$ cat config.mk
export PLATFORM = sky130hd
export DESIGN_NAME = dns_response_a_record_parser
export DESIGN_NICKNAME = d
export VERILOG_FILES = /design/src/rtl/core/dnsp_pkg.sv /design/src/rtl/core/dnsp_byte_step.sv /design/src/rtl/core/dns_response_a_record_parser.sv
export SDC_FILE = /design/constraint.sdc
export NUM_CORES = 1
export LEC_CHECK = 0
export BUFFER_PORTS_ARGS = -buffer_cell sky130_fd_sc_hd__buf_2
export CAP_MARGIN = 20
export CORE_MARGIN = 2
export CORE_UTILIZATION = 45
export CTS_CLUSTER_SIZE = 10
export DETAILED_ROUTE_END_ITERATION = 6
export GPL_ROUTABILITY_DRIVEN = 0
export HOLD_SLACK_MARGIN = 0.05
export PLACE_DENSITY_LB_ADDON = 0.3
export SLEW_MARGIN = 20
export SYNTH_ARGS = -nofsm -noshare
export SYNTH_HDL_FRONTEND = slang
export SYNTH_SLANG_ARGS = --single-unit
$ cat constraint.sdc
create_clock -name clk -period 2.99 [get_ports clk]
set_input_delay 0.299 -clock clk [delete_from_list [all_inputs] [get_ports clk]]
set_output_delay 0.299 -clock clk [all_outputs]
set_load 0.01 [all_outputs]
$ cat src/rtl/core/dnsp_pkg.sv
`timescale 1ns / 1ps
// ----------------------------------------------------------------------------
// DNS A-record parser package
// Shared constants, codes and the per-datagram parse state type.
// ----------------------------------------------------------------------------
package dnsp_pkg;

    localparam int MAX_LEN = 1500;
    localparam int POS_W   = $clog2(MAX_LEN + 1);

    // header byte positions
    localparam int HDR_ID_LSB      = 1;
    localparam int HDR_FLAGS       = 2;
    localparam int HDR_RCODE       = 3;
    localparam int HDR_ANCOUNT_LSB = 7;
    localparam int HDR_LAST        = 11;
    localparam int HDR_LEN         = 12;

    // answer fixed part: TYPE, CLASS, TTL, RDLENGTH
    localparam int AF_LEN      = 10;
    localparam int AF_TYPE_LSB = 1;
    localparam int AF_TTL_LSB  = 7;
    localparam int AF_RDLEN_LSB = 9;
    localparam int QF_LEN      = 4;
    localparam int ADDR_LEN    = 4;

    localparam logic [15:0] TYPE_A   = 16'd1;
    localparam logic [7:0]  PTR_MASK = 8'hC0;
    localparam logic [7:0]  TC_MASK  = 8'h02;

    typedef enum logic [3:0] {
        PH_HEADER = 4'd0,
        PH_NAME   = 4'd1,
        PH_PTR    = 4'd2,
        PH_LABEL  = 4'd3,
        PH_QFIXED = 4'd4,
        PH_AFIXED = 4'd5,
        PH_RDATA  = 4'd6,
        PH_ADDR   = 4'd7,
        PH_DONE   = 4'd8
    } phase_t;

    typedef enum logic [2:0] {
        ST_FOUND     = 3'd0,
        ST_SHORT     = 3'd1,
        ST_ID        = 3'd2,
        ST_RCODE     = 3'd3,
        ST_NOANS     = 3'd4,
        ST_MALFORMED = 3'd5,
        ST_NOA       = 3'd6
    } status_t;

    typedef struct packed {
        phase_t             phase;
        logic [POS_W-1:0]   pos;
        logic [15:0]        skip;
        logic [15:0]        answers;
        logic [31:0]        shift;
        logic [15:0]        rtype;
        logic [15:0]        rlen;
        logic [31:0]        addr;
        logic [31:0]        ttl;
        status_t            status;
        logic               id_bad;
        logic               tc;
        logic [3:0]         rcode;
        logic               in_answers;
    } parse_state_t;

    localparam parse_state_t STATE_RESET = '{
        phase:      PH_HEADER,
        pos:        '0,
        skip:       '0,
        answers:    '0,
        shift:      '0,
        rtype:      '0,
        rlen:       '0,
        addr:       '0,
        ttl:        '0,
        status:     ST_FOUND,
        id_bad:     1'b0,
        tc:         1'b0,
        rcode:      '0,
        in_answers: 1'b0
    };

endpackage

$ cat src/rtl/core/dnsp_byte_step.sv
`timescale 1ns / 1ps
// ----------------------------------------------------------------------------
// DNS A-record parser byte step
// Next parse state for one datagram byte: header checks, name and field
// skipping, answer walk and A-record capture.
// ----------------------------------------------------------------------------
module dnsp_byte_step
    import dnsp_pkg::*;
(
    input  parse_state_t cur_state,
    input  logic [7:0]   data_byte,
    input  logic [15:0]  expected_id,
    output parse_state_t nxt_state
);

    logic [31:0] shifted;
    logic [3:0]  af_index;
    logic [15:0] answers_dec;
    logic        skip_end;

    assign shifted     = {cur_state.shift[23:0], data_byte};
    assign af_index    = 4'(AF_LEN) - cur_state.skip[3:0];
    assign answers_dec = cur_state.answers - 16'd1;
    assign skip_end    = (cur_state.skip == 16'd1);

    always_comb
    begin
        nxt_state = cur_state;
        if (cur_state.pos < POS_W'(MAX_LEN))
        begin
            nxt_state.pos = cur_state.pos + POS_W'(1);
            unique case (cur_state.phase)
                PH_HEADER:
                begin
                    nxt_state.shift = shifted;
                    priority if (cur_state.pos == POS_W'(HDR_ID_LSB))
                        nxt_state.id_bad = (shifted[15:0] != expected_id);
                    else if (cur_state.pos == POS_W'(HDR_FLAGS))
                        nxt_state.tc = ((data_byte & TC_MASK) != 8'd0);
                    else if (cur_state.pos == POS_W'(HDR_RCODE))
                        nxt_state.rcode = data_byte[3:0];
                    else if (cur_state.pos == POS_W'(HDR_ANCOUNT_LSB))
                        nxt_state.answers = shifted[15:0];
                    else if (cur_state.pos == POS_W'(HDR_LAST))
                    begin
                        nxt_state.shift = '0;
                        priority if (cur_state.id_bad)
                        begin
                            nxt_state.status = ST_ID;
                            nxt_state.phase  = PH_DONE;
                        end
                        else if (cur_state.rcode != 4'd0)
                        begin
                            nxt_state.status = ST_RCODE;
                            nxt_state.phase  = PH_DONE;
                        end
                        else if (cur_state.answers == 16'd0)
                        begin
                            nxt_state.status = ST_NOANS;
                            nxt_state.phase  = PH_DONE;
                        end
                        else
                        begin
                            nxt_state.in_answers = 1'b0;
                            nxt_state.phase      = PH_NAME;
                        end
                    end
                    else
                    begin
                    end
                end
                PH_NAME, PH_PTR:
                begin
                    if (cur_state.phase == PH_PTR || data_byte == 8'd0)
                    begin
                        nxt_state.shift = '0;
                        if (cur_state.in_answers)
                        begin
                            nxt_state.phase = PH_AFIXED;
                            nxt_state.skip  = 16'(AF_LEN);
                        end
                        else
                        begin
                            nxt_state.phase = PH_QFIXED;
                            nxt_state.skip  = 16'(QF_LEN);
                        end
                    end
                    else if ((data_byte & PTR_MASK) == PTR_MASK)
                        nxt_state.phase = PH_PTR;
                    else
                    begin
                        nxt_state.skip  = {8'd0, data_byte};
                        nxt_state.phase = PH_LABEL;
                    end
                end
                PH_LABEL:
                begin
                    nxt_state.skip = cur_state.skip - 16'd1;
                    if (skip_end)
                        nxt_state.phase = PH_NAME;
                end
                PH_QFIXED:
                begin
                    nxt_state.skip = cur_state.skip - 16'd1;
                    if (skip_end)
                    begin
                        nxt_state.in_answers = 1'b1;
                        nxt_state.phase      = PH_NAME;
                    end
                end
                PH_AFIXED:
                begin
                    nxt_state.shift = shifted;
                    if (af_index == 4'(AF_TYPE_LSB))
                        nxt_state.rtype = shifted[15:0];
                    if (af_index == 4'(AF_TTL_LSB))
                        nxt_state.ttl = shifted;
                    if (af_index == 4'(AF_RDLEN_LSB))
                        nxt_state.rlen = shifted[15:0];
                    nxt_state.skip = cur_state.skip - 16'd1;
                    if (skip_end)
                    begin
                        nxt_state.shift = '0;
                        priority if (nxt_state.rtype == TYPE_A && nxt_state.rlen == 16'(ADDR_LEN))
                        begin
                            nxt_state.skip  = 16'(ADDR_LEN);
                            nxt_state.phase = PH_ADDR;
                        end
                        else if (nxt_state.rlen == 16'd0)
                        begin
                            nxt_state.answers = answers_dec;
                            if (answers_dec == 16'd0)
                            begin
                                nxt_state.status = ST_NOA;
                                nxt_state.phase  = PH_DONE;
                            end
                            else
                                nxt_state.phase = PH_NAME;
                        end
                        else
                        begin
                            nxt_state.skip  = nxt_state.rlen;
                            nxt_state.phase = PH_RDATA;
                        end
                    end
                end
                PH_RDATA:
                begin
                    nxt_state.skip = cur_state.skip - 16'd1;
                    if (skip_end)
                    begin
                        nxt_state.answers = answers_dec;
                        if (answers_dec == 16'd0)
                        begin
                            nxt_state.status = ST_NOA;
                            nxt_state.phase  = PH_DONE;
                        end
                        else
                            nxt_state.phase = PH_NAME;
                    end
                end
                PH_ADDR:
                begin
                    nxt_state.shift = shifted;
                    nxt_state.skip  = cur_state.skip - 16'd1;
                    if (skip_end)
                    begin
                        nxt_state.addr   = shifted;
                        nxt_state.status = ST_FOUND;
                        nxt_state.phase  = PH_DONE;
                    end
                end
                PH_DONE:
                begin
                end
                default:
                begin
                end
            endcase
        end
    end

endmodule

$ cat src/rtl/core/dns_response_a_record_parser.sv
`timescale 1ns / 1ps
// ----------------------------------------------------------------------------
// DNS response A-record parser
// Parses a DNS response byte stream, checks the header against the query ID
// and reports the first IPv4 A record with its TTL, one result per datagram.
// ----------------------------------------------------------------------------
// Channel   Handshake              Payload
// cfg       cfg_write_en           cfg_write_data (expected query ID)
// in        in_valid / in_ready    data_byte, last_byte
// out       out_valid / out_ready  status, ipv4_address, ttl_seconds,
//                                  truncated, response_code
//
// One byte per cycle sustained unless a pending result stalls the last byte; a byte
// is registered, then parsed by a single update of the parse state.
// The last byte passes the input register, then the result register, before out_valid.
// Reset clears the parse state, the ID register and both valid flags.
// A stalled result holds the last byte in the input register; no further byte is
// accepted until the result is taken.
// ----------------------------------------------------------------------------
module dns_response_a_record_parser
    import dnsp_pkg::*;
(
    input  logic        clk,
    input  logic        rst_n,
    input  logic        cfg_write_en,
    input  logic [15:0] cfg_write_data,
    input  logic        in_valid,
    output logic        in_ready,
    input  logic [7:0]  data_byte,
    input  logic        last_byte,
    output logic        out_valid,
    input  logic        out_ready,
    output logic [2:0]  status,
    output logic [31:0] ipv4_address,
    output logic [31:0] ttl_seconds,
    output logic        truncated,
    output logic [3:0]  response_code
);

    logic [15:0]  expected_id_reg;
    logic         in_valid_reg;
    logic [7:0]   in_byte_reg;
    logic         in_last_reg;
    logic         out_valid_reg;
    logic [2:0]   status_reg;
    logic [31:0]  ipv4_reg;
    logic [31:0]  ttl_reg;
    logic         tc_reg;
    logic [3:0]   rcode_reg;

    parse_state_t st_reg;
    parse_state_t st_next;
    parse_state_t step_state;
    status_t      result_status;
    logic         advance;
    logic         emit;

    dnsp_byte_step u_step (
        .cur_state   (st_reg),
        .data_byte   (in_byte_reg),
        .expected_id (expected_id_reg),
        .nxt_state   (step_state)
    );

    assign advance  = in_valid_reg && (!in_last_reg || !out_valid_reg || out_ready);
    assign emit     = advance && in_last_reg;
    assign in_ready = !in_valid_reg || advance;
    assign st_next  = emit ? STATE_RESET : step_state;

    always_comb
    begin
        if (step_state.phase == PH_DONE)
            result_status = step_state.status;
        else if (step_state.pos < POS_W'(HDR_LEN))
            result_status = ST_SHORT;
        else
            result_status = ST_MALFORMED;
    end

    always_ff @(posedge clk or negedge rst_n)
    begin
        if (!rst_n)
            expected_id_reg <= '0;
        else if (cfg_write_en)
            expected_id_reg <= cfg_write_data;
    end

    // input register
    always_ff @(posedge clk or negedge rst_n)
    begin
        if (!rst_n)
            in_valid_reg <= 1'b0;
        else if (in_ready)
            in_valid_reg <= in_valid;
    end

    always_ff @(posedge clk)
    begin
        if (in_ready && in_valid)
        begin
            in_byte_reg <= data_byte;
            in_last_reg <= last_byte;
        end
    end

    // parse state
    always_ff @(posedge clk or negedge rst_n)
    begin
        if (!rst_n)
            st_reg <= STATE_RESET;
        else if (advance)
            st_reg <= st_next;
    end

    // result register
    always_ff @(posedge clk or negedge rst_n)
    begin
        if (!rst_n)
            out_valid_reg <= 1'b0;
        else if (emit)
            out_valid_reg <= 1'b1;
        else if (out_ready)
            out_valid_reg <= 1'b0;
    end

    always_ff @(posedge clk)
    begin
        if (emit)
        begin
            status_reg <= result_status;
            ipv4_reg   <= (result_status == ST_FOUND) ? step_state.addr : '0;
            ttl_reg    <= (result_status == ST_FOUND) ? step_state.ttl : '0;
            tc_reg     <= step_state.tc;
            rcode_reg  <= step_state.rcode;
        end
    end

    assign out_valid     = out_valid_reg;
    assign status        = status_reg;
    assign ipv4_address  = ipv4_reg;
    assign ttl_seconds   = ttl_reg;
    assign truncated     = tc_reg;
    assign response_code = rcode_reg;

    a_emit_sets_valid: assert property (@(posedge clk) disable iff (!rst_n)
        emit |=> out_valid_reg)
        else $error("result not presented after last byte");

    a_clear_after_last: assert property (@(posedge clk) disable iff (!rst_n)
        emit |=> (st_reg.phase == PH_HEADER && st_reg.pos == '0))
        else $error("parse state not cleared between datagrams");

    a_pos_bound: assert property (@(posedge clk) disable iff (!rst_n)
        st_reg.pos <= POS_W'(MAX_LEN))
        else $error("byte position past maximum length");

    a_no_overwrite: assert property (@(posedge clk) disable iff (!rst_n)
        (out_valid_reg && !out_ready) |-> !emit)
        else $error("pending result overwritten");

    a_payload_zero: assert property (@(posedge clk) disable iff (!rst_n)
        (out_valid_reg && status_reg != ST_FOUND) |-> (ipv4_reg == '0 && ttl_reg == '0))
        else $error("address or TTL reported without A record");

endmodule
---- Word level (Yosys, flattened, before mapping) ----
Index checks and enable logic that the tools add are counted.
storage, ports and cells
  flip-flop bits (word level) ............. 276
  logic and storage cells ................. 187
operators by class
  $add $sub $neg .......................... 4
  $lt $le $gt $ge ......................... 2
  mux-type cells .......................... 84
  reductions and logical operators ........ 36
  equal/unequal tests ..................... 37
operators by type and width
  cell                   count
  $mux 185               2
  $mux 32                8
  $mux 16                14
  $mux 48                3
  $pmux 32 s4            1
  $pmux 16 s3            2
  $mux 4                 17
  $mux 64                1
  $mux 3                 17
  $logic_not 16->1       3
  $eq 16x1->1 const B    2
  $sub 16x1->16 const B  2
  $ne 3x3->1 const B     8
  $pmux 4 s6             1
  $eq 11x2->1 const B    2
  $ne 3x2->1 const B     7
  $eq 4x3->1 const B     5
  $eq 16x3->1 const B    1
  $ne 16x16->1           1
  $mux 1                 13
  $mux 6                 2
  $pmux 3 s4             1
  $reduce_and 12->1      1
  $reduce_and 4->1       3
  other kinds (28)       46

---- Logic depth before layout (Yosys ltp) ----
  depth after elaboration ................. 15
  gate-level depth with buffers ........... 12
  depth with buffers taken out ............ 10

---- By module ----
From an unflattened synthesis, not the netlist that was laid out.
unflattened totals
  cell total of the unflattened synthesis .. 1360
  area total of the unflattened synthesis .. 15331.0 um^2
modules (own cells, without submodules)
  module                        seq. area each (um^2)  instances  cells each  area each (um^2)
  dns_response_a_record_parser  7512.2                 1          617         10103.4
  dnsp_byte_step                0.0                    1          743         5227.5

---- Least setup slack after synthesis ----
No wires, ideal clock.
  path type ............................... flip-flop to flip-flop
  from .................................... reg st_reg[138] (netlist bit)
  to ...................................... reg ipv4_reg[3] (netlist: ipv4_address[3]), data pin
  cell stages (with the launch flop) ...... 13
  slack ................................... 4 ps
  required time ........................... 2839 ps
  data arrival time ....................... 2835 ps
  setup time .............................. 151 ps
  path through ............................ dfrtp_1 inv_1 ha_1 or4b_1 or4_4 a211oi_2 a211o_1 o21bai_2 and4_1 o211ai_2 buf_6 buf_6 nor3_2
on the way
  cells in the longest elaborated chain, start to end .. 14
RTL lines
  what                                                                    RTL line                             RTL
  start: declaration                                                      dns_response_a_record_parser.sv:51   parse_state_t st_reg;
  start signal: assignment                                                dns_response_a_record_parser.sv:112  st_reg <= st_next;
  parallel branches: the longest is 10 deep, another holds $sub 16x1->16  --
  $mux 185 (*)                                                            dnsp_byte_step.sv:29                 if (cur_state.pos < POS_W'(MAX_LEN))
  $eq 4x4->1                                                              dns_response_a_record_parser.sv:72   if (step_state.phase == PH_DONE)
  $mux 3 (*)                                                              dns_response_a_record_parser.sv:72
  $logic_not 3->1 (*)                                                     dns_response_a_record_parser.sv:131  ipv4_reg <= (result_status == ST_FOUND) ? step_state.addr : '0;
  end signal: assignment                                                  dns_response_a_record_parser.sv:131
  end: declaration                                                        dns_response_a_record_parser.sv:46   logic [31:0] ipv4_reg;
Every way passes the cells marked *. The select of a mux whose other input is x is not followed.
A chain may end at the register's enable or synchronous reset.

---- Final worst setup path ----
  from .................................... reg st_reg[139] (netlist bit)
  to ...................................... reg ttl_reg[24] (netlist: ttl_seconds[24]), data pin
on the way
  cells in the longest elaborated chain, start to end .. 14
RTL lines
  what                                                                    RTL line                             RTL
  parallel branches: the longest is 10 deep, another holds $sub 16x1->16  --
  $mux 185 (*)                                                            dnsp_byte_step.sv:29
  $eq 4x4->1                                                              dns_response_a_record_parser.sv:72
  $mux 3 (*)                                                              dns_response_a_record_parser.sv:72
  $logic_not 3->1 (*)                                                     dns_response_a_record_parser.sv:132  ttl_reg <= (result_status == ST_FOUND) ? step_state.ttl : '0;
  end signal: assignment                                                  dns_response_a_record_parser.sv:132
  end: declaration                                                        dns_response_a_record_parser.sv:47   logic [31:0] ttl_reg;
Marks and branches as above.

==> summary.txt <==
Clock network
  • Bufs on Longest Clock Path: 3
  • Total clock buffers created by CTS: 34
  • Clock Latency Late Sink: 510 ps
  • CTS H-Tree Depth: 2
  • Clock Pin Slew Worst Setup and Hold Paths: 60 ps
  • TritonCTS clock tree: done
  • Root Driver: clkbuf_16
  • TritonCTS Sinks: 276

Placement
  • Cell area reported after detailed placement: between 15000 and 20000 um2
  • Number of port buffers: 103
  • Pre-CTS setup slack: -325 ps
  • Half-perimeter wire length after detailed placement: approximately 27000 um

Yosys
  • Share of cell area taken by muxes after synthesis: 6.42%
  • Xor/xnor cell area share of the yosys netlist: 1.76%
  • Share of synthesized flip-flops with an asynchronous set or reset: between 70% and 80%
  • Syn Area/Cell: 10.9 um2
  • Yosys Warn Count: 0
  • Ranking of synthesized cells by area: dfrtp_1, edfxtp_1, a22o_1
  • Syn nets: 1310
  • Post-Synthesis Cell Area: about 14000 um2
  • Adder and majority gate portion of the synthesized area: 0.719%
  • Distinct cell type count of the synthesized netlist: slightly below 80
  • EDFF count, synth: 81
  • Post-synthesis sequential area ratio: 52.5%
  • Yosys reg bits: 276
  • Dominant combinational cell family by area after synthesis: compound AO/OA/AOI/OAI gates
  • Top post-synthesis cells by count: dfrtp_1, a22o_1, nand2_1, edfxtp_1, clkbuf_1
  • Leading cell type by number of instances after synthesis: dfrtp_1
  • Gate count after technology mapping: 1272
  • Cell taking the most area after synthesis: dfrtp_1
  • Area share of the largest cell type after synthesis: between 30% and 40%
  • Area fraction in compound gates after synthesis: 18.4%
  • Post-synth top flop: dfrtp_1
  • Simple-gate portion of the synthesized area: about 16%

Hold path
  • Worst min path class: input port to register
  • Start point of the worst hold path: cfg_write_en

Drt
  • Residual DRC: 0
  • Remaining antenna violation count: 0
  • DR pass1 iterations: 6
  • Routed wire length: 41500 um
  • Number of DRC markers after the initial detailed-route iteration: 1120
  • Vias after detailed routing: ~12000
  • Detail-routed net length per standard cell: around 21 um
  • Drt via density: 6.13

Die
  • Core Region: between 30000 and 40000 um2
  • Cell Rows: 64
  • I/O pins: 104
  • Die ar.: 32400 um2
  • Die W: 180 um
  • Die H: 180 um
  • Initial standard-cell utilization of the core: 45.6%

Setup path
  • Reg-to-reg startpoint: st_reg[139]$_DFFE_PN0P_
  • Critical path fanouts, max: 7
  • Slowest stage cell on the critical path: or4_4
  • Slowest Stage Delay on Critical Path: 540 ps
  • Critical-path cell list: inv_2 > ha_4 > or4b_4 > or4_4 > a211oi_2 > a211o_1 > o21bai_4 > and4_4 > o211ai_4 > buf_12 > buf_12 > nor3_4
  • Cell depth of the worst flop-to-flop path: 12
  • Worst setup EP type: register
  • Termination of the worst setup path: ttl_seconds[24]$_SDFFCE_PP0P_
  • Worst reg2reg endpoint: ttl_seconds[24]$_SDFFCE_PP0P_
  • Setup crit start: st_reg[139]$_DFFE_PN0P_
  • Launching element type of the critical path: register
  • Slack of the worst reg-to-reg path: -190 ps
  • Most frequent cell on the critical path: buf_12
  • Crit path kind: register to register
  • Critical Path AT: 3530 ps
  • Critical path required time: 3340 ps

Global route
  • First-pass GRT wire length: 65300 um
  • Vias in the first global route: 11700
  • Largest net degree at the start of global routing: 83
  • Total gr overflow: 0
  • Number of antenna violations at the first check in global routing: 0
  • Total routing usage reported by global routing: 25.1%

STA
  • Shortest period the worst path allows: around 3200 ps
  • RSZ-0062 raised after global routing: yes
  • Min setup slack post-route: -190 ps
  • Worst slew pin tran: 986 ps
  • Highest clock frequency the design can meet: 314 MHz
  • Total count of hold-check failures in the final report: 0
  • Fin Clk Skew: 19.6 ps
  • Post-route setup TNS: -8710 ps
  • Headroom to the max-slew limit: 34.0%
  • Setup-failing EPs final: 68
  • Post-route clock period utilization: 106%
  • Slew Limit Fails: 0

Cells and area
  • Net total in the final layout: 1554
  • Area grow syn2layout: 29.2%
  • Utilization after layout: 58.9%
  • Layout fillers: 2430
  • Final Instance Area: 18000 um2
  • Diodes inserted: 0
  • Sequential cell area: about 7300 um2
  • Fraction of final layout cells sized beyond drive strength 1: a little under a third
  • Combined area of the multi-input logic cells: 6560 um2
  • Flip-flop count of the largest register after layout: 177

Run status
  • Outcome: finished with violations
  • Violated checks: setup timing

Power and ir drop
  • Worst-case vdd ir drop: approximately 320 uV
  • Leakage power figure: about 7.4 nW
  • Power density relative to cell area: 618 nW/um2

Job
  • Number of violations of the max-capacitance limit: 0
## layer usage
metal / share of wire [%] / GRT usage [%] / up-vias
met3: 6.1 / 3.24 / 95
met5: 0 / 0 / -
met1: 42 / 33.7 / 5958
li1: - / - / 5281
met4: 2.9 / 8.68 / 0
met2: 49 / 42.0 / 524
## final cells by class
cell class	count	area share, %
Clock buffer	55	5.46
Clock inverter	3	0.348
Inverter	18	0.376
Multi-Input combinational cell	874	36.5
Sequential cell	276	40.7
Tap cell	396	2.76
Timing Repair Buffer	312	13.9
## report_power, final
group | switching, mW | internal (mW) | total, mW
Combinational | 1.59 | 1.18 | 2.77
Sequential | 0.295 | 4.18 | 4.48
Clock | 1.53 | 2.33 | 3.86
## per-stage QoR
step / std cells / power (mW) / hold slack (ps)
after global placement: 1819 / 6.97 / 309
after CTS: 1924 / 11.0 / 288
after floorplan: 1272 / 5.90 / 3.41
after detailed placement: 1819 / 7.01 / 312
after global routing: 1934 / 11.6 / 309
final: 1934 / 11.1 / 304
## timing repair
| item | in CTS | in global routing |
|---|---|---|
| pin swaps | 52 | 11 |
| endpoints found under the hold margin | 79 | 0 |
| endpoints found under the setup margin | 71 | 98 |
| hold buffers | 28 | 0 |
| buffers inserted | 15 | 9 |
| gates resized for setup | 54 | 54 |
| cloned | 5 | 2 |
## how the worst min path moves through the flow
| stage | end | slack, ps | depth (start not counted) |
|---|---|---|---|
| global route | expected_id_reg[7]$_DFFE_PN0P_ | 310 | 2 |
| CTS | expected_id_reg[0]$_DFFE_PN0P_ | 290 | 2 |
| global placement | st_reg[175]$_DFFE_PN0P_ | 310 | 1 |
| floorplan | expected_id_reg[0]$_DFFE_PN0P_ | 3 | 0 |
| detailed placement | st_reg[175]$_DFFE_PN0P_ | 310 | 1 |
| finish | expected_id_reg[7]$_DFFE_PN0P_ | 300 | 2 |
## cell usage in the layout (no fill, tap or decap), drive strengths merged, types with 12 or more instances in the layout
cell type | netlist | layout
o21ai | 87 | 87
dfrtp | 195 | 195
a22o | 127 | 127
and3 | 12 | 12
dlygate4sd3 | 0 | 28
edfxtp | 81 | 81
mux2i | 69 | 69
nor3 | 99 | 99
buf | 25 | 282
clkbuf | 80 | 57
nand3 | 13 | 13
a21oi | 46 | 46
nand2 | 91 | 91
nor4 | 31 | 31
mux2 | 18 | 18
nor2 | 68 | 68
nand4 | 14 | 14
inv | 18 | 18
xor2 | 22 | 22
## worst max-delay path, delay by kind of cell (launching register included)
kind	cells	cell delay, ps
flops	1	390
simple gates	4	1420
fa+ha+maj	1	130
buf+inv	3	430
compound gates	4	640
## logic make-up after synthesis
kind of cell | count (synthesis)
xor+xnor | 28
mux | 87
flops | 276
compound gates | 357
simple gates | 393
fa+ha+maj | 8
buf+inv | 123
No activity file was read; power rests on OpenSTA's default activity.
